<file path="src/rtl/cbp_pkg.sv">
package cbp_pkg;

    // Coordinates carry 10 fractional bits; the scale only matters to the user.
    localparam int COORD_WIDTH = 22;
    localparam int DW          = COORD_WIDTH + 1;           // backbone difference
    localparam int SW          = COORD_WIDTH + 2;           // sum vector
    localparam int XW          = (DW < 31) ? DW : 31;       // difference after range shift
    localparam int PW          = 2 * XW + 1;                // cross product
    localparam int MW          = 30;                        // normalized magnitude bits
    localparam int LW          = $clog2(PW + 1);
    localparam int BOND_W      = 12;
    localparam int K_W         = 16;
    localparam int KK_W        = BOND_W + K_W;
    localparam int SQ_W        = 2 * MW + 2;
    localparam int LEN_W       = MW + 1;
    localparam int NUM_W       = MW + KK_W + 1;
    localparam int DEN_W       = LEN_W + K_W;
    localparam int QW          = BOND_W;
    localparam int RES_W       = COORD_WIDTH + 2;
    localparam int DATA_W      = 32;
    localparam int ADDR_W      = 3;

    localparam int SQRT_STAGES  = SQ_W / 2;
    localparam int FRONT_STAGES = 4;
    localparam int NORM_STAGES  = 2;
    localparam int OFS_STAGES   = 4 + SQRT_STAGES + QW;
    localparam int ALIGN        = FRONT_STAGES + NORM_STAGES + OFS_STAGES;
    localparam int LAT          = ALIGN + 2;

    localparam logic [K_W-1:0]    COS_Q16    = 16'd37837;
    localparam logic [K_W-1:0]    SIN_Q16    = 16'd53510;
    localparam logic [BOND_W-1:0] BOND_RESET = 12'd1567;

    localparam logic [ADDR_W-3:0] REG_BOND_LENGTH = '0;

    typedef logic signed [COORD_WIDTH-1:0] coord_t;
    typedef logic signed [SW-1:0]          sum_t;
    typedef logic signed [PW-1:0]          pvec_t;
    typedef logic signed [QW:0]            off_t;
    typedef logic signed [RES_W-1:0]       res_t;

    localparam coord_t COORD_MAX = {1'b0, {(COORD_WIDTH - 1){1'b1}}};
    localparam coord_t COORD_MIN = {1'b1, {(COORD_WIDTH - 1){1'b0}}};

    typedef struct packed {
        logic                 zero;
        logic [2:0]           neg;
        logic [2:0][MW-1:0]   mag;
    } nvec_t;

    function automatic logic [LW-1:0] bit_len(input logic [PW-1:0] v);
        logic [LW-1:0] n;
        n = '0;
        for (int i = 0; i < PW; i++) begin
            if (v[i])
            begin
                n = LW'(i + 1);
            end
        end
        return n;
    endfunction

endpackage

</file>
<file path="src/rtl/cbp_norm.sv">
module cbp_norm (
    input  logic           clk,
    input  cbp_pkg::pvec_t v [3],
    output cbp_pkg::nvec_t o
);
    import cbp_pkg::*;

    logic [PW-1:0] mag_next [3];
    logic [PW-1:0] mag_reg [3];
    logic [PW-1:0] shv [3];
    logic [PW-1:0] mor;
    logic [2:0]    neg_reg;
    logic [LW-1:0] len_next;
    logic [LW-1:0] len_reg;
    logic [LW-1:0] sh;
    nvec_t         o_next;
    nvec_t         o_reg;

    // Stage A: magnitudes and bit length of the largest one.
    always_comb
    begin
        mor = '0;
        for (int i = 0; i < 3; i++) begin
            mag_next[i] = v[i][PW-1] ? (~v[i] + 1'b1) : v[i];
            mor         = mor | mag_next[i];
        end
        len_next = bit_len(mor);
    end

    always_ff @(posedge clk)
    begin
        mag_reg <= mag_next;
        len_reg <= len_next;
        for (int i = 0; i < 3; i++) begin
            neg_reg[i] <= v[i][PW-1];
        end
    end

    // Stage B: shift so the largest magnitude lands in [2^29, 2^30).
    always_comb
    begin
        sh          = (len_reg > LW'(MW)) ? (len_reg - LW'(MW)) : (LW'(MW) - len_reg);
        o_next.zero = (len_reg == '0);
        o_next.neg  = neg_reg;
        for (int i = 0; i < 3; i++) begin
            shv[i]        = (len_reg > LW'(MW)) ? (mag_reg[i] >> sh) : (mag_reg[i] << sh);
            o_next.mag[i] = shv[i][MW-1:0];
        end
    end

    always_ff @(posedge clk)
    begin
        o_reg <= o_next;
    end

    assign o = o_reg;

endmodule

</file>
<file path="config.mk">
export PLATFORM = sky130hd
export DESIGN_NAME = cbp_norm
export DESIGN_NICKNAME = d
export VERILOG_FILES = /design/src/rtl/cbp_pkg.sv /design/src/rtl/cbp_norm.sv
export SDC_FILE = /design/constraint.sdc
export NUM_CORES = 1
export LEC_CHECK = 0
export ABC_CLOCK_PERIOD_IN_PS = 10680
export BUFFER_PORTS_ARGS = -buffer_cell sky130_fd_sc_hd__buf_2
export CELL_PAD_IN_SITES_DETAIL_PLACEMENT = 0
export CELL_PAD_IN_SITES_GLOBAL_PLACEMENT = 1
export CORE_MARGIN = 8
export CORE_UTILIZATION = 40
export DETAILED_ROUTE_END_ITERATION = 10
export GPL_TIMING_DRIVEN = 0
export MAX_ROUTING_LAYER = met4
export PLACE_DENSITY = 0.71
export SYNTH_ARGS = -nofsm -noshare
export SYNTH_HDL_FRONTEND = slang
export SYNTH_SLANG_ARGS = --single-unit
</file>
<file path="constraint.sdc">
create_clock -name clk -period 10.68 [get_ports clk]
set_input_delay 0.534 -clock clk [delete_from_list [all_inputs] [get_ports clk]]
set_output_delay 0.534 -clock clk [all_outputs]
set_load 0.05 [all_outputs]
</file>
# Word-level counts from Yosys, hierarchy flattened
# Cells that the tools add are included.
# op_classes
order_cmp	1
bitwise	5
shifts	6
add_sub_neg	5
muxes	53
n_reduce_logical	5
# op_table
op	count
6-bit 2-to-1 mux	30
47-bit by 1-bit adder with 47-bit output, second input constant	3
47-bit 2-to-1 mux	3
47-bit inverter	3
47-bit by 6-bit left shift with 30-bit output	3
47-bit by 6-bit right shift with 30-bit output	3
47-bit bitwise OR	2
30-bit 2-to-1 mux	3
4-bit 2-to-1 mux	8
16-bit OR reduction	1
3-bit 2-to-1 mux	4
8-bit OR reduction	1
6-bit by 5-bit > comparator with 1-bit output, second input constant	1
6-bit zero test	1
2-bit 2-to-1 mux	3
5-bit by 6-bit subtractor with 6-bit output, first input constant	1
6-bit by 5-bit subtractor with 6-bit output, second input constant	1
4-bit OR reduction	1
1-bit 2-to-1 mux	2
2-bit OR reduction	1
# totals
input_bits	142
word_cells	89
register_bits	244

# Longest topological paths before layout
# Gate-level depths: netlist of run 1.
# logic_depth
depth_word	51
mapped_depth	20
depth_no_buf	12

# Worst setup path before layout of run 1
# No wires, ideal clock.
# synth_timing
path_type	register to register
startpoint	register len_reg[0]
endpoint	register o_reg, in the netlist o[56]
setup_time_ps	134
path_stages_with_launch	20
period_less_slack_ps	4688
path_buffers	7
t_required_ps	10546
slack_ps	5992
arrival_time_ps	4554
cell_sequence	dfxtp_1 -> clkbuf_1 -> inv_2 -> buf_1 -> clkbuf_1 -> clkbuf_1 -> ha_1 -> nand2b_1 -> o21a_1 -> buf_2 -> mux2i_1 -> clkbuf_1 -> clkbuf_1 -> mux4_2 -> mux2i_1 -> nor2_1 -> a31oi_1 -> nor2_1 -> a21oi_1 -> o22ai_1
# synth_rtl
item	line	source
from (decl)	cbp_norm.sv:14	logic [LW-1:0] len_reg;
from (signal assigned)	cbp_norm.sv:33	len_reg <= len_next;
to (signal assigned)	cbp_norm.sv:53	o_reg <= o_next;
to (decl)	cbp_norm.sv:17	nvec_t o_reg;

==> results of run 1 <==
area by class of cell:
class,instances,area share
clock buffer,27,0.0271
tap,680,0.0359
buffer,193,0.0322
sequential,244,0.206
inverter,77,0.0122
multi-input combinational,1897,0.629
timing repair buffer,235,0.0496
antenna,4,0.000422
clock inverter,18,0.00812
report_power, final:
group | internal, mW | total [mW] | switching, mW
clock | 0.513 | 0.910 | 0.397
sequential | 1.07 | 1.19 | 0.124
combinational | 0.595 | 2.25 | 1.65
cell usage after synthesis, drive strengths merged (12+ instances only):
| library cell | n |
|---|---|
| a211oi | 14 |
| a21oi | 78 |
| a22oi | 13 |
| a31oi | 23 |
| and3 | 19 |
| buf | 69 |
| clkbuf | 124 |
| dfxtp | 244 |
| inv | 77 |
| mux2i | 429 |
| mux4 | 98 |
| nand2 | 93 |
| nand3 | 44 |
| nand4 | 27 |
| nor2 | 271 |
| nor3 | 60 |
| nor4 | 21 |
| o211ai | 41 |
| o21ai | 153 |
| o221ai | 29 |
| o22ai | 12 |
| o31ai | 53 |
| o32ai | 15 |
| o41ai | 36 |
| or2 | 14 |
| or3 | 102 |
| or4 | 20 |
| xnor2 | 81 |
| xor2 | 56 |
per-stage QoR:
| step | instance area, um2 | hold WS, ns | cells |
|---|---|---|---|
| final | 23700 | 0.0738 | 3375 |
| after global routing | 23700 | 0.0850 | 3375 |
| after CTS | 23700 | 0.0690 | 3371 |
| after detailed placement | 22900 | 0.322 | 3326 |
| after global placement | 22900 | 0.310 | 3326 |
| after floorplan | 20800 | 0.310 | 2411 |
metal layers:
layer  vias to the layer above  global-route usage  wire, um
li1                       9628                   -         -
met1                     11200               0.489     47300
met2                      2214               0.619     54200
met3                       605               0.130     15700
met4                         0               0.362     14100
met5                         -                   -         0
path summary, 6_finish.rpt:
kind / end / slack (ns) / cells after the start
setup / recovery: o[76] / 2.20 / 17
hold / removal: neg_reg[1] / 0.07 / 1
setup reg to reg: o[76] / 2.20 / 17
hold reg to reg: o[92] / 0.33 / 0
cell families (layout without fill, tap and decap cells):
family / Yosys count / in the layout / synth area share
muxes: 533 / 533 / 0.315
AOI/OAI and AO/OA: 526 / 526 / 0.171
other: 0 / 4 / 0
DFF: 244 / 244 / 0.234
and+or+nand+nor: 694 / 694 / 0.167
xor gates and xnor gates: 137 / 137 / 0.0576
adders and majority gates: 7 / 7 / 0.00420
buffers and inverters: 270 / 550 / 0.0505
worst max-delay path, delay by kind of cell, from the launching register on:
| family | cells | cell delay [ns] |
|---|---|---|
| buffers and inverters | 9 | 4.72 |
| AND/OR/NAND/NOR | 2 | 0.26 |
| adder cells (fa/ha/maj) | 1 | 0.35 |
| flip-flops | 1 | 0.37 |
| AO/OA/AOI/OAI | 3 | 0.82 |
| XOR/XNOR | 1 | 0.82 |
| multiplexers | 1 | 0.96 |
==> qor_table.md, run 1 <==
| Quantity | Value | Unit |
|---|---|---|
| Kind of launch point of the worst setup path | register | - |
| Ranking of synthesized cells by area | sky130_fd_sc_hd__dfxtp_1 23%, sky130_fd_sc_hd__mux2i_1 21%, sky130_fd_sc_hd__mux4_2 11% | - |
| Initial antenna violation count | 4 | - |
| Clock Root Buffer | sky130_fd_sc_hd__clkbuf_16 | - |
| Static leakage | 9.92 | nW |
| Top-level I/O count | 236 | - |
| PnR Total Power | 4.35 | mW |
| Clock Sinks | 244 | - |
| GRT Total Usage | 0.431 | - |
| Number of synthesized flops with an enable pin | 0 | - |
| Cells along the critical path | clkbuf_1 -> inv_2 -> buf_1 -> clkbuf_1 -> clkbuf_1 -> ha_1 -> nand2b_1 -> o21ai_0 -> clkbuf_1 -> a21oi_1 -> xnor2_1 -> clkbuf_1 -> clkbuf_1 -> buf_1 -> mux2i_1 -> nor2_1 -> o32ai_1 | - |
| Hpwl dp | 109000 | um |
| Headroom to the max-slew limit | 0.0961 | - |
| Via density per instance | 7.00 | - |
| Final Hold Violating Endpoints | 0 | - |
| Critical Path Most Common Cell | sky130_fd_sc_hd__clkbuf_1 | - |
| Horizontal die dimension | 244 | um |
| Clock insertion delay at the later pin of the skew report | 0.58 | ns |
| Slew at the pin with the worst max-slew slack | 1.36 | ns |
| Register bit total from synthesis | 244 | - |
| Die ar. | 0.0597 | mm2 |
| Vertical die dimension | 244 | um |
| Pin count of the biggest net entering global routing | 16 | - |
| Leading area contributor after synthesis | sky130_fd_sc_hd__dfxtp_1 | - |
| Worst-path fanout max | 11 | - |
| Final critical-path share of the clock period | 0.794 | - |
| Synthesized area divided by synthesized cell count | 8.65 | um2 |
| Max FFs per register | 141 | - |
| TritonCTS clock tree | built | - |
| Final-report setup violation count | 0 | - |
| Setup WS post-layout | 2.20 | ns |
| Quantity of I/O buffers inserted on ports | 235 | - |
| Footprint of the multi-input gates | 0.0149 | mm2 |
| Crit-path slowest cell | sky130_fd_sc_hd__mux2i_1 | - |
| Post-cts sizing count | 0 | - |
| Buffer count from post-CTS setup fixing | 0 | - |
| Fillers | 5102 | - |
| Type of the worst setup path | reg2reg | - |
| Combined flip-flop and latch cell area | 0.00488 | mm2 |
| Vias | 23600 | - |
| Worst stage delay on the critical path | 0.96 | ns |
| Avg WL per Cell | 38.9 | um |
| Final ANT Viol Nets | 0 | - |
| Number of nets in the layout | 2822 | - |
| Run status | finished, final reports clean | - |
| Power per cell area | 183 | mW/mm2 |
| Final critical path time including I/O delays and setup | 8.48 | ns |
| Number of standard-cell rows in the floorplan | 83 | - |
| Initial core utilization | 0.406 | - |
| Max Transition Viols Final | 0 | - |
| Max Cap Viol | 0 | - |
| Total overflow reported by the global router | 0 | - |
| Clock transition at the registers of the reported paths | 0.07 | ns |
| Number of standard cells after synthesis | 2411 | - |
| Number of nets in the synthesized netlist | 2560 | - |
| Worst Hold Class | in2reg | - |
| Required time at the worst-slack endpoint | 11.13 | ns |
| Peak supply drop | 0.111 | mV |
| Sequential element share of the synthesized area | 0.234 | - |
| Final design utilization | 0.462 | - |
| Placeable core area | 0.0514 | mm2 |
| Critical register-to-register path startpoint | len_reg[0] | - |
| Synthesis Warnings | 0 | - |
| Number of different library cells in the post-synthesis netlist | 76 | - |
| Cts bufs inserted | 25 | - |
| Wire length of the first global-routing pass | 179000 | um |
| Layout cells sized above 1 | 0.166 | - |
| Unrepaired setup endpoints after global routing | false | - |
| Source of the critical timing path | len_reg[0] | - |
| Arrival time reported for the critical path endpoint | 8.93 | ns |
| Cts hold-fix bufs | 0 | - |
| Max Fclk | 118 | MHz |
| Vias in the first global route | 22800 | - |
| Post-Syn Area | 0.0208 | mm2 |
| Level count of the clock H-tree | 1 | - |
| Post-synth top area share | 0.234 | - |
| RePlAce Congestion | 1.18 | - |
| Fraction of registers with async set or reset after synthesis | 0 | - |
| Post-Route WL | 131000 | um |
| Worst Min Path Start | v[93] | - |
| Commonest non-fill, non-tap cell in the layout | sky130_fd_sc_hd__mux2i_1 | - |
| Post-route setup TNS | 0 | ns |
| Post-synthesis to final-layout area growth | 13.8 | % |
| Final worst clock skew | 0.0145 | ns |
| Total iterations of the first detailed-routing run | 6 | - |
| Leading cell types in the layout, fill and taps excluded | 428 x sky130_fd_sc_hd__mux2i_1, 270 x sky130_fd_sc_hd__nor2_1, 249 x sky130_fd_sc_hd__buf_2, 244 x sky130_fd_sc_hd__dfxtp_1, 147 x sky130_fd_sc_hd__o21ai_0 | - |
| Ys flop type | sky130_fd_sc_hd__dfxtp_1 | - |
| Crit. End Element | register | - |
| Placement-stage worst setup slack | 2.92 | ns |
| Detailed-route DRC error count | 0 | - |
| Iteration-0 DRC Markers | 3620 | - |
| Maximum clock path buffer count | 3 | - |
No activity file was read; power rests on OpenSTA's default activity.
==> run 2: changes to the inputs <==
--- a/config.mk
+++ b/config.mk
@@ -5,7 +5,7 @@
 export SDC_FILE = /design/constraint.sdc
 export NUM_CORES = 1
 export LEC_CHECK = 0
-export ABC_CLOCK_PERIOD_IN_PS = 10680
+export ABC_CLOCK_PERIOD_IN_PS = 8200
 export BUFFER_PORTS_ARGS = -buffer_cell sky130_fd_sc_hd__buf_2
 export CELL_PAD_IN_SITES_DETAIL_PLACEMENT = 0
 export CELL_PAD_IN_SITES_GLOBAL_PLACEMENT = 1
==> constraint.sdc (replaced) <==
create_clock -name clk -period 8.2 [get_ports clk]
set_input_delay 0.41 -clock clk [delete_from_list [all_inputs] [get_ports clk]]
set_output_delay 0.41 -clock clk [all_outputs]
set_load 0.05 [all_outputs]
==> qor_table.md, run 2 (synthesis gave the netlist of run 1 again) <==
| Quantity | Value | Unit |
|---|---|---|
| Run status | finished, final reports clean | - |
| Wire length of the first global-routing pass | 179000 | um |
| Avg WL per Cell | 38.8 | um |
| Final Hold Violating Endpoints | 0 | - |
| Die ar. | 0.0597 | mm2 |
| Count of buffer and inverter cells on the critical path | 8 | - |
| Post-Route WL | 131000 | um |
| Required time at the worst-slack endpoint | 8.62 | ns |
| Fillers | 5100 | - |
| Quantity of I/O buffers inserted on ports | 235 | - |
| Unrepaired setup endpoints after global routing | false | - |
| Initial core utilization | 0.406 | - |
| Final-report setup violation count | 0 | - |
| Leading cell types in the layout, fill and taps excluded | 425 x sky130_fd_sc_hd__mux2i_1, 270 x sky130_fd_sc_hd__nor2_1, 249 x sky130_fd_sc_hd__buf_2, 244 x sky130_fd_sc_hd__dfxtp_1, 147 x sky130_fd_sc_hd__o21ai_0 | - |
| Placeable core area | 0.0514 | mm2 |
| Setup WS post-layout | 0.0747 | ns |
| Type of the worst setup path | reg2reg | - |
| Number of standard-cell rows in the floorplan | 83 | - |
| Gate family responsible for the most delay along the worst path | buffers and inverters | - |
| Crit. End Element | register | - |
| TritonCTS clock tree | built | - |
| Peak supply drop | 0.145 | mV |
| Post-layout instance area | 0.0238 | mm2 |
| Cells along the critical path | clkbuf_1 -> inv_2 -> buf_1 -> clkbuf_2 -> clkbuf_1 -> ha_1 -> nand2b_1 -> o21ai_0 -> clkbuf_1 -> a21oi_1 -> xnor2_1 -> clkbuf_1 -> clkbuf_1 -> o21ai_0 -> o21ai_0 -> a211oi_1 | - |
| Arrival time reported for the critical path endpoint | 8.54 | ns |
| Placement-stage worst setup slack | 0.444 | ns |
| Commonest non-fill, non-tap cell in the layout | sky130_fd_sc_hd__mux2i_1 | - |
| Total overflow reported by the global router | 0 | - |
| Post-route setup TNS | 0 | ns |
| Post-synthesis to final-layout area growth | 14.0 | % |
| Pin count of the biggest net entering global routing | 16 | - |
| Clock transition at the registers of the reported paths | 0.07 | ns |
| Power per cell area | 238 | mW/mm2 |
| Combined flip-flop and latch cell area | 0.00488 | mm2 |
| Final ANT Viol Nets | 0 | - |
| Max Cap Viol | 0 | - |
| Max FFs per register | 141 | - |
| GRT Total Usage | 0.431 | - |
| Clock insertion delay at the later pin of the skew report | 0.58 | ns |
| Cts bufs inserted | 25 | - |
| Layout cells sized above 1 | 0.167 | - |
| Number of nets in the layout | 2824 | - |
| Footprint of the multi-input gates | 0.0149 | mm2 |
| Vias | 23600 | - |
| Static leakage | 9.93 | nW |
| RePlAce Congestion | 1.18 | - |
| Maximum clock path buffer count | 3 | - |
| Via density per instance | 6.99 | - |
| Final worst clock skew | 0.0178 | ns |
| Buffer count from post-CTS setup fixing | 0 | - |
| Max Fclk | 123 | MHz |
| Crit-path slowest cell | sky130_fd_sc_hd__clkbuf_1 | - |
| Top-level I/O count | 236 | - |
| Clock Sinks | 244 | - |
| Headroom to the max-slew limit | 0.0624 | - |
| Final critical path time including I/O delays and setup | 8.13 | ns |
| Vias in the first global route | 22700 | - |
| Kind of launch point of the worst setup path | register | - |
| Slew at the pin with the worst max-slew slack | 1.41 | ns |
| Clock Root Buffer | sky130_fd_sc_hd__clkbuf_16 | - |
| Detailed-route DRC error count | 0 | - |
| PnR Total Power | 5.66 | mW |
| Vertical die dimension | 244 | um |
| Hpwl dp | 109000 | um |
| Total iterations of the first detailed-routing run | 7 | - |
| Max Transition Viols Final | 0 | - |
| Initial antenna violation count | 3 | - |
| Worst stage delay on the critical path | 0.91 | ns |
| Iteration-0 DRC Markers | 3552 | - |
| Cell area reported after detailed placement | 0.0229 | mm2 |
| Worst-path fanout max | 11 | - |
| Worst Hold Class | in2reg | - |
| Critical Path Most Common Cell | sky130_fd_sc_hd__clkbuf_1 | - |
| Final critical-path share of the clock period | 0.991 | - |
| Level count of the clock H-tree | 1 | - |
| Horizontal die dimension | 244 | um |
-- run 2: cell types whose count changed in the layout (fill, tap and decap cells not counted), sizes merged --
cell / previous run / this run
dlygate4sd3: 0 / 2
-- run 2: cell type report --
type | count | area share
multi-input combinational | 1897 | 0.628
sequential | 244 | 0.206
timing repair buffer | 237 | 0.0503
tap | 680 | 0.0358
buffer | 193 | 0.0322
clock buffer | 27 | 0.0271
inverter | 77 | 0.0122
clock inverter | 18 | 0.00811
antenna | 4 | 0.000421
-- run 2: power breakdown --
part           switching, mW  total, mW  internal (mW)
logic                   2.15       2.92          0.778
clock network          0.516       1.18          0.668
registers              0.161       1.56           1.39
-- run 2: worst reg2reg max path: cells and delay by family, from the launching register on --
kind                       cells  cell delay (ns)
AOI/OAI and AO/OA              5             1.89
xor gates and xnor gates       1             0.83
adders and majority gates      1             0.36
buffers and inverters          8             4.34
DFF                            1             0.38
and+or+nand+nor                1             0.16
-- run 2: final timing paths --
path	startpoint	end	slack [ns]	cells past startpoint
setup / recovery	len_reg[0]	o[85]	0.07	16
hold / removal	v[46]	neg_reg[2]	0.06	1
setup reg to reg	len_reg[0]	o[85]	0.07	16
hold reg to reg	neg_reg[0]	o[90]	0.33	0
-- run 2: per-layer routing --
layer,share of wire,track usage,routed length [um]
met5,0,-,0
met4,0.11,0.366,14600
met3,0.12,0.130,15900
met2,0.41,0.618,53800
met1,0.36,0.489,46800
-- run 2: stage by stage --
step,utilization,cells,hold WS [ns]
after floorplan,-,2411,0.310
after global placement,0.445,3326,0.310
after detailed placement,0.445,3326,0.322
after CTS,0.462,3373,0.0341
after global routing,0.462,3376,0.0513
final,0.462,3377,0.0569
-- run 2: repair_timing --
| item | in CTS | in global routing |
|---|---|---|
| endpoints found under the setup margin | 0 | 7 |
| resized for setup | 0 | 6 |
| hold buffers | 2 | 0 |
| endpoints found under the hold margin | 2 | 0 |
